<file path="config.mk">
export PLATFORM = sky130hd
export DESIGN_NAME = servo_pulse_to_setpoint
export DESIGN_NICKNAME = d
export VERILOG_FILES = /design/src/design/sps_pkg.sv /design/src/design/servo_pulse_to_setpoint.sv /design/src/design/sps_cfg.sv /design/src/design/sps_ctrl.sv /design/src/design/sps_dp.sv
export SDC_FILE = /design/constraint.sdc
export NUM_CORES = 2
export LEC_CHECK = 0
export BUFFER_PORTS_ARGS = -buffer_cell sky130_fd_sc_hd__buf_4
export CAP_MARGIN = 20
export CORE_UTILIZATION = 65
export CTS_BUF_LIST = sky130_fd_sc_hd__clkbuf_4 sky130_fd_sc_hd__clkbuf_8
export CTS_CLUSTER_SIZE = 40
export DETAILED_ROUTE_END_ITERATION = 16
export GPL_TIMING_DRIVEN = 0
export PLACE_DENSITY = 0.82
export SYNTH_ARGS = -nofsm -noshare
export SYNTH_HDL_FRONTEND = slang
export SYNTH_SLANG_ARGS = --single-unit
export TNS_END_PERCENT = 30
</file>
<file path="constraint.sdc">
create_clock -name clk -period 20.5 [get_ports clk]
set_input_delay 4.1 -clock clk [delete_from_list [all_inputs] [get_ports clk]]
set_output_delay 4.1 -clock clk [all_outputs]
set_load 0.05 [all_outputs]
</file>
<file path="src/design/sps_pkg.sv">
// Package for the servo pulse decoder: payload structs, register map codes,
// reset values, controller states and controller/datapath command types.
// No dependencies.
package sps_pkg;

	// Fixed field widths
	localparam int CAP_W      = 16;  // capture count on the request
	localparam int LEN_W      = 17;  // pulse length and pulse limits
	localparam int POS_W      = 12;  // position integer part
	localparam int PCT_W      = 7;   // change threshold in percent
	localparam int TMO_W      = 16;  // timeout and elapsed milliseconds
	localparam int SP_OUT_W   = 20;  // setpoint as shown on the response
	localparam int CFG_IDX_W  = 3;
	localparam int CFG_DATA_W = 17;
	localparam int PCT_SCALE  = 100;

	localparam int COUNT_WIDTH_DEF = 16;
	localparam int FRAC_BITS_DEF   = 8;

	// Request kinds
	localparam logic [1:0] REQ_TICK = 2'd0;
	localparam logic [1:0] REQ_EDGE = 2'd1;
	localparam logic [1:0] REQ_OVF  = 2'd2;

	// Register map
	localparam logic [CFG_IDX_W-1:0] CFG_IGNORE_USB = 3'd0;
	localparam logic [CFG_IDX_W-1:0] CFG_PULSE_MIN  = 3'd1;
	localparam logic [CFG_IDX_W-1:0] CFG_PULSE_MAX  = 3'd2;
	localparam logic [CFG_IDX_W-1:0] CFG_TIMEOUT    = 3'd3;
	localparam logic [CFG_IDX_W-1:0] CFG_POS_MIN    = 3'd4;
	localparam logic [CFG_IDX_W-1:0] CFG_POS_MAX    = 3'd5;
	localparam logic [CFG_IDX_W-1:0] CFG_CHANGE_PCT = 3'd6;

	// Register reset values
	localparam logic [LEN_W-1:0] RST_PULSE_MIN = 17'd24000;
	localparam logic [LEN_W-1:0] RST_PULSE_MAX = 17'd48000;
	localparam logic [TMO_W-1:0] RST_TIMEOUT   = 16'd100;
	localparam logic [POS_W-1:0] RST_POS_MIN   = 12'd0;
	localparam logic [POS_W-1:0] RST_POS_MAX   = 12'd4095;
	localparam logic [PCT_W-1:0] RST_PCT       = 7'd5;

	typedef struct packed {
		logic [1:0]       req_type;
		logic             pin_level;
		logic [CAP_W-1:0] capture_count;
		logic             usb_host;
	} sps_req_t;

	typedef struct packed {
		logic [SP_OUT_W-1:0] setpoint;
		logic                drive_enable;
		logic                present;
		logic                position_changed;
		logic                pulse_rejected;
	} sps_rsp_t;

	typedef struct packed {
		logic             ignore_when_usb;
		logic [LEN_W-1:0] pulse_min_counts;
		logic [LEN_W-1:0] pulse_max_counts;
		logic [TMO_W-1:0] timeout_ms;
		logic [POS_W-1:0] pos_min;
		logic [POS_W-1:0] pos_max;
		logic [PCT_W-1:0] change_pct;
	} sps_cfg_t;

	typedef enum logic [3:0] {
		ST_IDLE,
		ST_EVAL,
		ST_MUL,
		ST_LOAD,
		ST_DIV,
		ST_NEXT,
		ST_DIFF,
		ST_PROD,
		ST_DONE
	} sps_state_t;

	typedef struct packed {
		logic load_item;
		logic mul;
		logic load_div;
		logic div_step;
		logic calc_next;
		logic calc_diff;
		logic calc_prod;
		logic commit;
	} sps_cmd_t;

	typedef struct packed {
		logic map_needed;
	} sps_status_t;

endpackage

</file>
<file path="src/design/servo_pulse_to_setpoint.sv">
// RC servo pulse decoder producing a position setpoint.
// Request channel (req_valid/req_ready/req_data) takes one event per
// transaction: a millisecond tick, a debounced pin edge with its capture
// count, or a timer overflow. Each request gives exactly one response on
// rsp_valid/rsp_ready/rsp_data with the setpoint (unsigned Q12.FRAC_BITS),
// drive enable, presence and the changed/rejected pulses.
// Configuration writes go through cfg_valid/cfg_ready/cfg_index/cfg_data,
// always ready; write only while no request is in flight.
// One request is processed at a time. Ticks, rising edges, overflows and
// rejected pulses go from evaluation straight to commit. An accepted
// falling edge also runs the multiply, the restoring divider that retires
// one quotient bit per cycle, and the next-setpoint, difference and
// threshold steps before commit. A new request is accepted only once the
// previous one has committed.
// A finished response sits in the output register; the next request is
// accepted meanwhile, and its result waits in the controller until the
// receiver takes the previous one. Reset (arst_n low) returns registers to
// their defaults, clears presence, drive enable, elapsed time and setpoint.
// Depends on sps_pkg, sps_cfg, sps_ctrl, sps_dp.
module servo_pulse_to_setpoint #(
	parameter int COUNT_WIDTH = sps_pkg::COUNT_WIDTH_DEF,
	parameter int FRAC_BITS   = sps_pkg::FRAC_BITS_DEF
) (
	input  logic                            clk,
	input  logic                            arst_n,
	input  logic                            req_valid,
	output logic                            req_ready,
	input  sps_pkg::sps_req_t               req_data,
	output logic                            rsp_valid,
	input  logic                            rsp_ready,
	output sps_pkg::sps_rsp_t               rsp_data,
	input  logic                            cfg_valid,
	output logic                            cfg_ready,
	input  logic [sps_pkg::CFG_IDX_W-1:0]   cfg_index,
	input  logic [sps_pkg::CFG_DATA_W-1:0]  cfg_data
);

	sps_pkg::sps_cfg_t    cfg;
	sps_pkg::sps_cmd_t    cmd;
	sps_pkg::sps_status_t status;

	sps_cfg u_cfg (
		.clk       (clk),
		.arst_n    (arst_n),
		.cfg_valid (cfg_valid),
		.cfg_ready (cfg_ready),
		.cfg_index (cfg_index),
		.cfg_data  (cfg_data),
		.cfg       (cfg)
	);

	sps_ctrl #(
		.FRAC_BITS (FRAC_BITS)
	) u_ctrl (
		.clk       (clk),
		.arst_n    (arst_n),
		.req_valid (req_valid),
		.req_ready (req_ready),
		.rsp_valid (rsp_valid),
		.rsp_ready (rsp_ready),
		.status    (status),
		.cmd       (cmd)
	);

	sps_dp #(
		.COUNT_WIDTH (COUNT_WIDTH),
		.FRAC_BITS   (FRAC_BITS)
	) u_dp (
		.clk      (clk),
		.arst_n   (arst_n),
		.req_data (req_data),
		.cfg      (cfg),
		.cmd      (cmd),
		.status   (status),
		.rsp_data (rsp_data)
	);

endmodule

</file>
<file path="src/design/sps_cfg.sv">
// Configuration register file for the servo pulse decoder.
// Depends on sps_pkg.
module sps_cfg (
	input  logic                             clk,
	input  logic                             arst_n,
	input  logic                             cfg_valid,
	output logic                             cfg_ready,
	input  logic [sps_pkg::CFG_IDX_W-1:0]    cfg_index,
	input  logic [sps_pkg::CFG_DATA_W-1:0]   cfg_data,
	output sps_pkg::sps_cfg_t                cfg
);

	sps_pkg::sps_cfg_t cfg_q;

	assign cfg_ready = 1'b1;
	assign cfg       = cfg_q;

	always_ff @(posedge clk or negedge arst_n) begin
		if (!arst_n) begin
			cfg_q.ignore_when_usb  <= 1'b0;
			cfg_q.pulse_min_counts <= sps_pkg::RST_PULSE_MIN;
			cfg_q.pulse_max_counts <= sps_pkg::RST_PULSE_MAX;
			cfg_q.timeout_ms       <= sps_pkg::RST_TIMEOUT;
			cfg_q.pos_min          <= sps_pkg::RST_POS_MIN;
			cfg_q.pos_max          <= sps_pkg::RST_POS_MAX;
			cfg_q.change_pct       <= sps_pkg::RST_PCT;
		end else if (cfg_valid) begin
			unique case (cfg_index)
				sps_pkg::CFG_IGNORE_USB: cfg_q.ignore_when_usb  <= cfg_data[0];
				sps_pkg::CFG_PULSE_MIN:  cfg_q.pulse_min_counts <= cfg_data;
				sps_pkg::CFG_PULSE_MAX:  cfg_q.pulse_max_counts <= cfg_data;
				sps_pkg::CFG_TIMEOUT:    cfg_q.timeout_ms <= cfg_data[sps_pkg::TMO_W-1:0];
				sps_pkg::CFG_POS_MIN:    cfg_q.pos_min    <= cfg_data[sps_pkg::POS_W-1:0];
				sps_pkg::CFG_POS_MAX:    cfg_q.pos_max    <= cfg_data[sps_pkg::POS_W-1:0];
				sps_pkg::CFG_CHANGE_PCT: cfg_q.change_pct <= cfg_data[sps_pkg::PCT_W-1:0];
				default: ;
			endcase
		end
	end

endmodule

</file>
<file path="src/design/sps_ctrl.sv">
// Controller for the servo pulse decoder: sequences evaluation, multiply,
// serial divide, threshold check and commit; owns the handshakes.
// Depends on sps_pkg.
module sps_ctrl #(
	parameter int FRAC_BITS = sps_pkg::FRAC_BITS_DEF
) (
	input  logic                  clk,
	input  logic                  arst_n,
	input  logic                  req_valid,
	output logic                  req_ready,
	output logic                  rsp_valid,
	input  logic                  rsp_ready,
	input  sps_pkg::sps_status_t  status,
	output sps_pkg::sps_cmd_t     cmd
);

	localparam int DIV_STEPS = sps_pkg::POS_W + FRAC_BITS;
	localparam int CNT_W     = $clog2(DIV_STEPS);

	sps_pkg::sps_state_t state_q, state_d;
	logic [CNT_W-1:0]    cnt_q;
	logic                rsp_valid_q;

	always_ff @(posedge clk or negedge arst_n) begin
		if (!arst_n) begin
			state_q <= sps_pkg::ST_IDLE;
		end else begin
			state_q <= state_d;
		end
	end

	always_comb begin
		state_d = state_q;
		cmd     = '0;
		unique case (state_q)
			sps_pkg::ST_IDLE: begin
				if (req_valid) begin
					cmd.load_item = 1'b1;
					state_d       = sps_pkg::ST_EVAL;
				end
			end
			sps_pkg::ST_EVAL: begin
				state_d = status.map_needed ? sps_pkg::ST_MUL : sps_pkg::ST_DONE;
			end
			sps_pkg::ST_MUL: begin
				cmd.mul = 1'b1;
				state_d = sps_pkg::ST_LOAD;
			end
			sps_pkg::ST_LOAD: begin
				cmd.load_div = 1'b1;
				state_d      = sps_pkg::ST_DIV;
			end
			sps_pkg::ST_DIV: begin
				cmd.div_step = 1'b1;
				if (cnt_q == '0) begin
					state_d = sps_pkg::ST_NEXT;
				end
			end
			sps_pkg::ST_NEXT: begin
				cmd.calc_next = 1'b1;
				state_d       = sps_pkg::ST_DIFF;
			end
			sps_pkg::ST_DIFF: begin
				cmd.calc_diff = 1'b1;
				state_d       = sps_pkg::ST_PROD;
			end
			sps_pkg::ST_PROD: begin
				cmd.calc_prod = 1'b1;
				state_d       = sps_pkg::ST_DONE;
			end
			sps_pkg::ST_DONE: begin
				// result register frees up when empty or being drained this cycle
				if (!rsp_valid_q || rsp_ready) begin
					cmd.commit = 1'b1;
					state_d    = sps_pkg::ST_IDLE;
				end
			end
			default: state_d = sps_pkg::ST_IDLE;
		endcase
	end

	always_ff @(posedge clk or negedge arst_n) begin
		if (!arst_n) begin
			cnt_q <= '0;
		end else if (cmd.load_div) begin
			cnt_q <= CNT_W'(DIV_STEPS - 1);
		end else if (cmd.div_step) begin
			cnt_q <= cnt_q - 1'b1;
		end
	end

	always_ff @(posedge clk or negedge arst_n) begin
		if (!arst_n) begin
			rsp_valid_q <= 1'b0;
		end else if (cmd.commit) begin
			rsp_valid_q <= 1'b1;
		end else if (rsp_ready) begin
			rsp_valid_q <= 1'b0;
		end
	end

	assign req_ready = (state_q == sps_pkg::ST_IDLE);
	assign rsp_valid = rsp_valid_q;

endmodule

</file>
<file path="src/design/sps_dp.sv">
// Datapath for the servo pulse decoder: request register, signal state,
// length-to-position multiply, restoring divider, change check, result register.
// Depends on sps_pkg.
module sps_dp #(
	parameter int COUNT_WIDTH = sps_pkg::COUNT_WIDTH_DEF,
	parameter int FRAC_BITS   = sps_pkg::FRAC_BITS_DEF
) (
	input  logic                  clk,
	input  logic                  arst_n,
	input  sps_pkg::sps_req_t     req_data,
	input  sps_pkg::sps_cfg_t     cfg,
	input  sps_pkg::sps_cmd_t     cmd,
	output sps_pkg::sps_status_t  status,
	output sps_pkg::sps_rsp_t     rsp_data
);

	localparam int SW     = sps_pkg::POS_W + FRAC_BITS;     // setpoint width
	localparam int PW     = sps_pkg::POS_W + sps_pkg::LEN_W; // product width
	localparam int CW     = SW + sps_pkg::PCT_W;             // threshold compare width
	localparam int CAP_EF = (COUNT_WIDTH < sps_pkg::CAP_W) ? COUNT_WIDTH : sps_pkg::CAP_W;
	localparam logic [sps_pkg::CAP_W-1:0] CAP_MASK =
		sps_pkg::CAP_W'((64'd1 << CAP_EF) - 64'd1);

	sps_pkg::sps_req_t          item_q;
	sps_pkg::sps_rsp_t          rsp_q;
	logic                       present_q;
	logic                       running_q;
	logic [sps_pkg::TMO_W-1:0]  elapsed_q;
	logic [SW-1:0]              sp_q;
	logic [PW-1:0]              prod_q;
	logic [sps_pkg::LEN_W-1:0]  rem_q;
	logic [SW-1:0]              nsh_q;
	logic [SW-1:0]              quo_q;
	logic [SW-1:0]              next_q;
	logic [SW-1:0]              diff_q;
	logic [CW-1:0]              lhs_q;
	logic [CW-1:0]              rhs_q;

	logic                       ignored;
	logic                       in_range;
	logic [sps_pkg::LEN_W-1:0]  len;
	logic [sps_pkg::LEN_W-1:0]  off;
	logic [sps_pkg::LEN_W-1:0]  lspan;
	logic [sps_pkg::POS_W-1:0]  pspan;
	logic                       up;
	logic [SW-1:0]              base;
	logic [sps_pkg::LEN_W:0]    trial;
	logic                       trial_ge;

	// Pulse qualification
	assign ignored  = cfg.ignore_when_usb & item_q.usb_host;
	assign len      = sps_pkg::LEN_W'(item_q.capture_count & CAP_MASK) + 1'b1;
	assign in_range = (len <= cfg.pulse_max_counts) && (len >= cfg.pulse_min_counts);
	assign off      = len - cfg.pulse_min_counts;
	assign lspan    = cfg.pulse_max_counts - cfg.pulse_min_counts;
	assign up       = cfg.pos_max >= cfg.pos_min;
	assign pspan    = up ? (cfg.pos_max - cfg.pos_min) : (cfg.pos_min - cfg.pos_max);
	assign base     = SW'(cfg.pos_min) << FRAC_BITS;

	assign status.map_needed = (item_q.req_type == sps_pkg::REQ_EDGE) && !item_q.pin_level &&
		present_q && !ignored && in_range;

	always_ff @(posedge clk) begin
		if (cmd.load_item) begin
			item_q <= req_data;
		end
	end

	// Numerator is prod * 2^FRAC_BITS; quotient fits SW bits, so the remainder
	// starts from the numerator's bits above SW and SW bits are shifted in.
	assign trial    = {rem_q, nsh_q[SW-1]};
	assign trial_ge = trial >= {1'b0, lspan};

	always_ff @(posedge clk) begin
		if (cmd.mul) begin
			prod_q <= PW'(pspan) * PW'(off);
		end
		if (cmd.load_div) begin
			rem_q <= prod_q[PW-1:sps_pkg::POS_W];
			nsh_q <= SW'(prod_q[sps_pkg::POS_W-1:0]) << FRAC_BITS;
			quo_q <= '0;
		end else if (cmd.div_step) begin
			rem_q <= trial_ge ? sps_pkg::LEN_W'(trial - {1'b0, lspan})
			                  : trial[sps_pkg::LEN_W-1:0];
			nsh_q <= nsh_q << 1;
			quo_q <= {quo_q[SW-2:0], trial_ge};
		end
		if (cmd.calc_next) begin
			if (lspan == '0) begin
				next_q <= base;
			end else if (up) begin
				next_q <= base + quo_q;
			end else begin
				next_q <= base - quo_q;
			end
		end
		if (cmd.calc_diff) begin
			diff_q <= (next_q >= sp_q) ? (next_q - sp_q) : (sp_q - next_q);
		end
		if (cmd.calc_prod) begin
			lhs_q <= CW'(diff_q) * CW'(sps_pkg::PCT_SCALE);
			rhs_q <= (CW'(cfg.change_pct) * CW'(pspan)) << FRAC_BITS;
		end
	end

	// Next-state and result for the item being committed
	logic                      present_d;
	logic                      running_d;
	logic [sps_pkg::TMO_W-1:0] elapsed_d;
	logic [SW-1:0]             sp_d;
	logic                      changed;
	logic                      rejected;

	always_comb begin
		present_d = present_q;
		running_d = running_q;
		elapsed_d = elapsed_q;
		sp_d      = sp_q;
		changed   = 1'b0;
		rejected  = 1'b0;
		case (item_q.req_type)
			sps_pkg::REQ_TICK: begin
				if (present_q) begin
					if (elapsed_q >= cfg.timeout_ms) begin
						present_d = 1'b0;
						if (!ignored) begin
							running_d = 1'b0;
							sp_d      = '0;
						end
					end else begin
						elapsed_d = elapsed_q + 1'b1;
					end
				end
			end
			sps_pkg::REQ_EDGE: begin
				if (item_q.pin_level) begin
					present_d = 1'b1;
					elapsed_d = '0;
				end else if (present_q && !ignored) begin
					if (in_range) begin
						sp_d      = next_q;
						running_d = 1'b1;
						changed   = (pspan == '0) ? (diff_q != '0) : (lhs_q >= rhs_q);
					end else begin
						present_d = 1'b0;
						running_d = 1'b0;
						rejected  = 1'b1;
					end
				end
			end
			sps_pkg::REQ_OVF: present_d = 1'b0;
			default: ;
		endcase
	end

	always_ff @(posedge clk or negedge arst_n) begin
		if (!arst_n) begin
			present_q <= 1'b0;
			running_q <= 1'b0;
			elapsed_q <= '0;
			sp_q      <= '0;
		end else if (cmd.commit) begin
			present_q <= present_d;
			running_q <= running_d;
			elapsed_q <= elapsed_d;
			sp_q      <= sp_d;
		end
	end

	always_ff @(posedge clk) begin
		if (cmd.commit) begin
			rsp_q.setpoint         <= sps_pkg::SP_OUT_W'(sp_d);
			rsp_q.drive_enable     <= running_d;
			rsp_q.present          <= present_d;
			rsp_q.position_changed <= changed;
			rsp_q.pulse_rejected   <= rejected;
		end
	end

	assign rsp_data = rsp_q;

endmodule

</file>
==> results by group <==
Status
  – Status: completed

Synthesis
  – Syn nets: around 4,000
  – Mapped Cells: 3,396
  – Synth Area per Inst: between 9 and 10 µm²
  – Yosys Warn Count: 0
  – Top_reg_cell synth: edfxtp_1
  – Synth cell types: between 90 and 100
  – Synth Register Bits: around 340
  – Post-synth EDFFs: 186
  – Seq/Total Area, Yosys: between 20 and 30%
  – Ys async rst share: 38.7%
  – Cell area after synthesis: 31,700 µm²

STA
  – Clock skew: ~44 ps
  – Worst Tran Pin Value: 1170 ps
  – Final Hold Fails: 0
  – Post-route setup TNS: 0 ps
  – Final setup viols: 0
  – Fmax: 105 MHz
  – Slew HR: a little over a fifth
  – Period utilization: 46.4%
  – Max-slew violations: 0
  – Unrepaired setup endpoints after global routing: no
  – Minimum clock period: between 9000 and 10,000 ps

Critical path
  – WP data arrival: 9890 ps
  – CP most frequent cell: fa_1
  – Worst Path Max Fanout: 10
  – Crit Path Category: register to register
  – CP delay by family, top: adder cells
  – Worst path bufs/invs: 7
  – Setup crit start kind: register
  – Critical path data required time: roughly 21,000 ps
  – Worst path max stage delay: approximately 610 ps
  – Crit-path slowest cell: xor2_1
  – Critical Path Sink Type: register

Global route
  – Vias in the first global route: ~26,000
  – GRT Overall Usage: 33.8%
  – GRT overflow: 0
  – Largest net degree at the start of global routing: approximately 70
  – Initial antenna violation count: 3
  – First-pass GRT wire length: around 130,000 µm

Floorplan
  – I/O pin count: about 70
  – Die X: about 220 µm
  – Core area: around 48,000 µm²
  – Full die area: between 40,000 and 50,000 µm²
  – # rows: 80
  – Die height: ~220 µm
  – Starting Density: between 60% and 70%

Routing
  – Final ANT Viol Nets: 0
  – DRT Pass-1 Iters: 6
  – Drt drc: 0
  – Vias: 25,314
  – DR WL/cell: just under 20 µm
  – Via-to-Cell Ratio: 6.03
  – Drt initial violations: about 1,900
  – Final WL: about 83,000 µm

Clock network
  – Clock sink total: between 300 and 400
  – Hold_buf cts: 0
  – Clk_lat worst skew: around 660 ps
  – Setup repair bufs after CTS: 0
  – CTS buffer count: 57
  – Maximum clock path buffer count: 3
  – H-tree levels: 2
  – Clk root buf: clkbuf_8
  – CTS tree: yes
  – Worst-path clk slew: 60 ps
  – Resize count post-CTS: 0

Job
  – Max Cap Violations: 0

Placed design
  – RD Place Congestion: 0.970
  – IO Port Bufs: 70
  – Dpl hpwl: 66,200 µm

Finish
  – Layout fillers: between 3,000 and 4,000
  – Area Growth Syn to Fin: 8.64%
  – Fraction of layout instances using a drive strength above 1: under 10%
  – Layout Nets: ~4,200

Worst hold path
  – Tightest Hold Check Type: register to register
-- cells in the mapped netlist (6+ instances only) --
cell | instances | share of area, %
and2_1 | 21 | 0.41
dfrtp_1 | 99 | 7.8
a21o_1 | 54 | 1.3
mux2_2 | 42 | 1.5
a31oi_1 | 12 | 0.24
nor4_1 | 12 | 0.24
or3_1 | 20 | 0.40
xor2_1 | 67 | 1.9
nor2b_1 | 33 | 0.65
o21bai_1 | 24 | 0.57
edfxtp_1 | 186 | 18
nand2_1 | 371 | 4.4
nand3b_1 | 8 | 0.19
dfxtp_1 | 20 | 1.3
and3_1 | 17 | 0.34
a32o_1 | 21 | 0.66
a211oi_1 | 14 | 0.33
a41oi_1 | 6 | 0.17
a221oi_1 | 6 | 0.17
dfstp_2 | 31 | 2.6
o22ai_1 | 14 | 0.28
nor3b_1 | 8 | 0.19
ha_1 | 370 | 15
a211o_1 | 7 | 0.19
nand4_1 | 36 | 0.71
or2_2 | 13 | 0.26
xnor2_1 | 117 | 3.2
buf_2 | 20 | 0.32
o211ai_1 | 9 | 0.21
a21oi_1 | 161 | 2.5
o21a_1 | 27 | 0.64
inv_1 | 495 | 5.9
nand2b_1 | 57 | 1.1
o21ai_0 | 175 | 2.8
or4_1 | 7 | 0.17
nor2_1 | 241 | 2.9
nor3_1 | 57 | 0.90
mux2i_1 | 26 | 0.82
nand3_1 | 64 | 1.0
fa_1 | 222 | 14
clkbuf_1 | 83 | 0.98
a22o_1 | 6 | 0.17
-- worst paths after layout --
path / from / end / slack, ps / depth (start not counted)
max: u_cfg.cfg[20]$_DFFE_PN0P_ / u_dp.prod_q[27]$_DFFE_PP_ / 10990 / 30
min: u_cfg.cfg[44]$_DFFE_PN0P_ / u_cfg.cfg[44]$_DFFE_PN0P_ / 510 / 1
max reg2reg: u_cfg.cfg[20]$_DFFE_PN0P_ / u_dp.prod_q[27]$_DFFE_PP_ / 10990 / 30
min reg2reg: u_cfg.cfg[44]$_DFFE_PN0P_ / u_cfg.cfg[44]$_DFFE_PN0P_ / 510 / 1
max in group asynchronous: arst_n / u_cfg.cfg[60]$_DFFE_PN1P_ / 16250 / 2
min in group asynchronous: arst_n / u_dp.sp_q[16]$_DFFE_PN0P_ / 3440 / 1
-- cell type report --
class	instances	area [µm²]	share of cell area [%]
diodes	1	2.50	0.00727
plain buffers	111	463	1.35
clock buffers	90	1080	3.15
clock inverters	18	185	0.538
inverters	496	1860	5.41
multi-input cells	2453	20100	58.4
flip-flops and latches	336	9280	27.0
well taps	615	769	2.24
repair buffers	80	677	1.97
-- cells in the final DEF (no fill, tap or decap), types with 67 or more instances in the layout --
cell,netlist,final
edfxtp_1,186,186
buf_4,1,70
fa_1,222,222
dfrtp_1,99,99
nor2_1,241,238
clkbuf_1,83,82
a21oi_1,161,161
nand2_1,371,371
inv_1,495,495
ha_1,370,370
xnor2_1,117,117
xor2_1,67,67
o21ai_0,175,175
-- cells by family after synthesis --
| kind of cell | after synthesis | share of synthesized area (%) |
|---|---|---|
| simple gates | 988 | 14.5 |
| compound gates | 617 | 12.6 |
| buf+inv | 607 | 7.33 |
| fa+ha+maj | 592 | 28.7 |
| flops | 336 | 29.3 |
| xor+xnor | 185 | 5.14 |
| mux | 70 | 2.41 |
| other cells | 1 | 0.0118 |
-- flip-flops by register name, summed over array words and instances (netlist names) --
name,count
u_dp.running_q,1
u_dp.item_q,20
u_dp.rhs_q,19
u_ctrl.rsp_valid,1
u_cfg.cfg,82
u_dp.nsh_q,12
u_dp.rem_q,17
u_ctrl.cnt_q,5
u_dp.elapsed_q,16
u_ctrl.state_q,4
u_dp.prod_q,29
u_dp.quo_q,20
u_dp.lhs_q,25
u_dp.present_q,1
u_dp.sp_q,20
u_dp.diff_q,20
u_dp.next_q,20
u_dp.rsp_data,24
-- stage by stage --
stage | worst slack (ps) | hold WS (ps) | cell area [µm²] | cells | utilization [%]
finish | 10990 | 508 | 34400 | 4200 | 71.9
global route | 10620 | 526 | 34400 | 4199 | 71.9
detailed placement | 11160 | 496 | 33100 | 4091 | 69.2
CTS | 11130 | 485 | 34400 | 4199 | 71.9
global placement | 11290 | 489 | 33000 | 4081 | 68.9
floorplan | 12490 | 472 | 31700 | 3396 | -
-- per-layer routing --
metal	routed length (µm)	track usage (%)	vias up
li1	-	-	11749
met1	33100	41.8	12301
met2	40000	57.1	974
met3	5100	5.51	284
met4	4400	17.6	6
met5	46	0	-
Power is not shown: default switching activity piles up to over one toggle a cycle in this logic, so the estimate is an artifact.
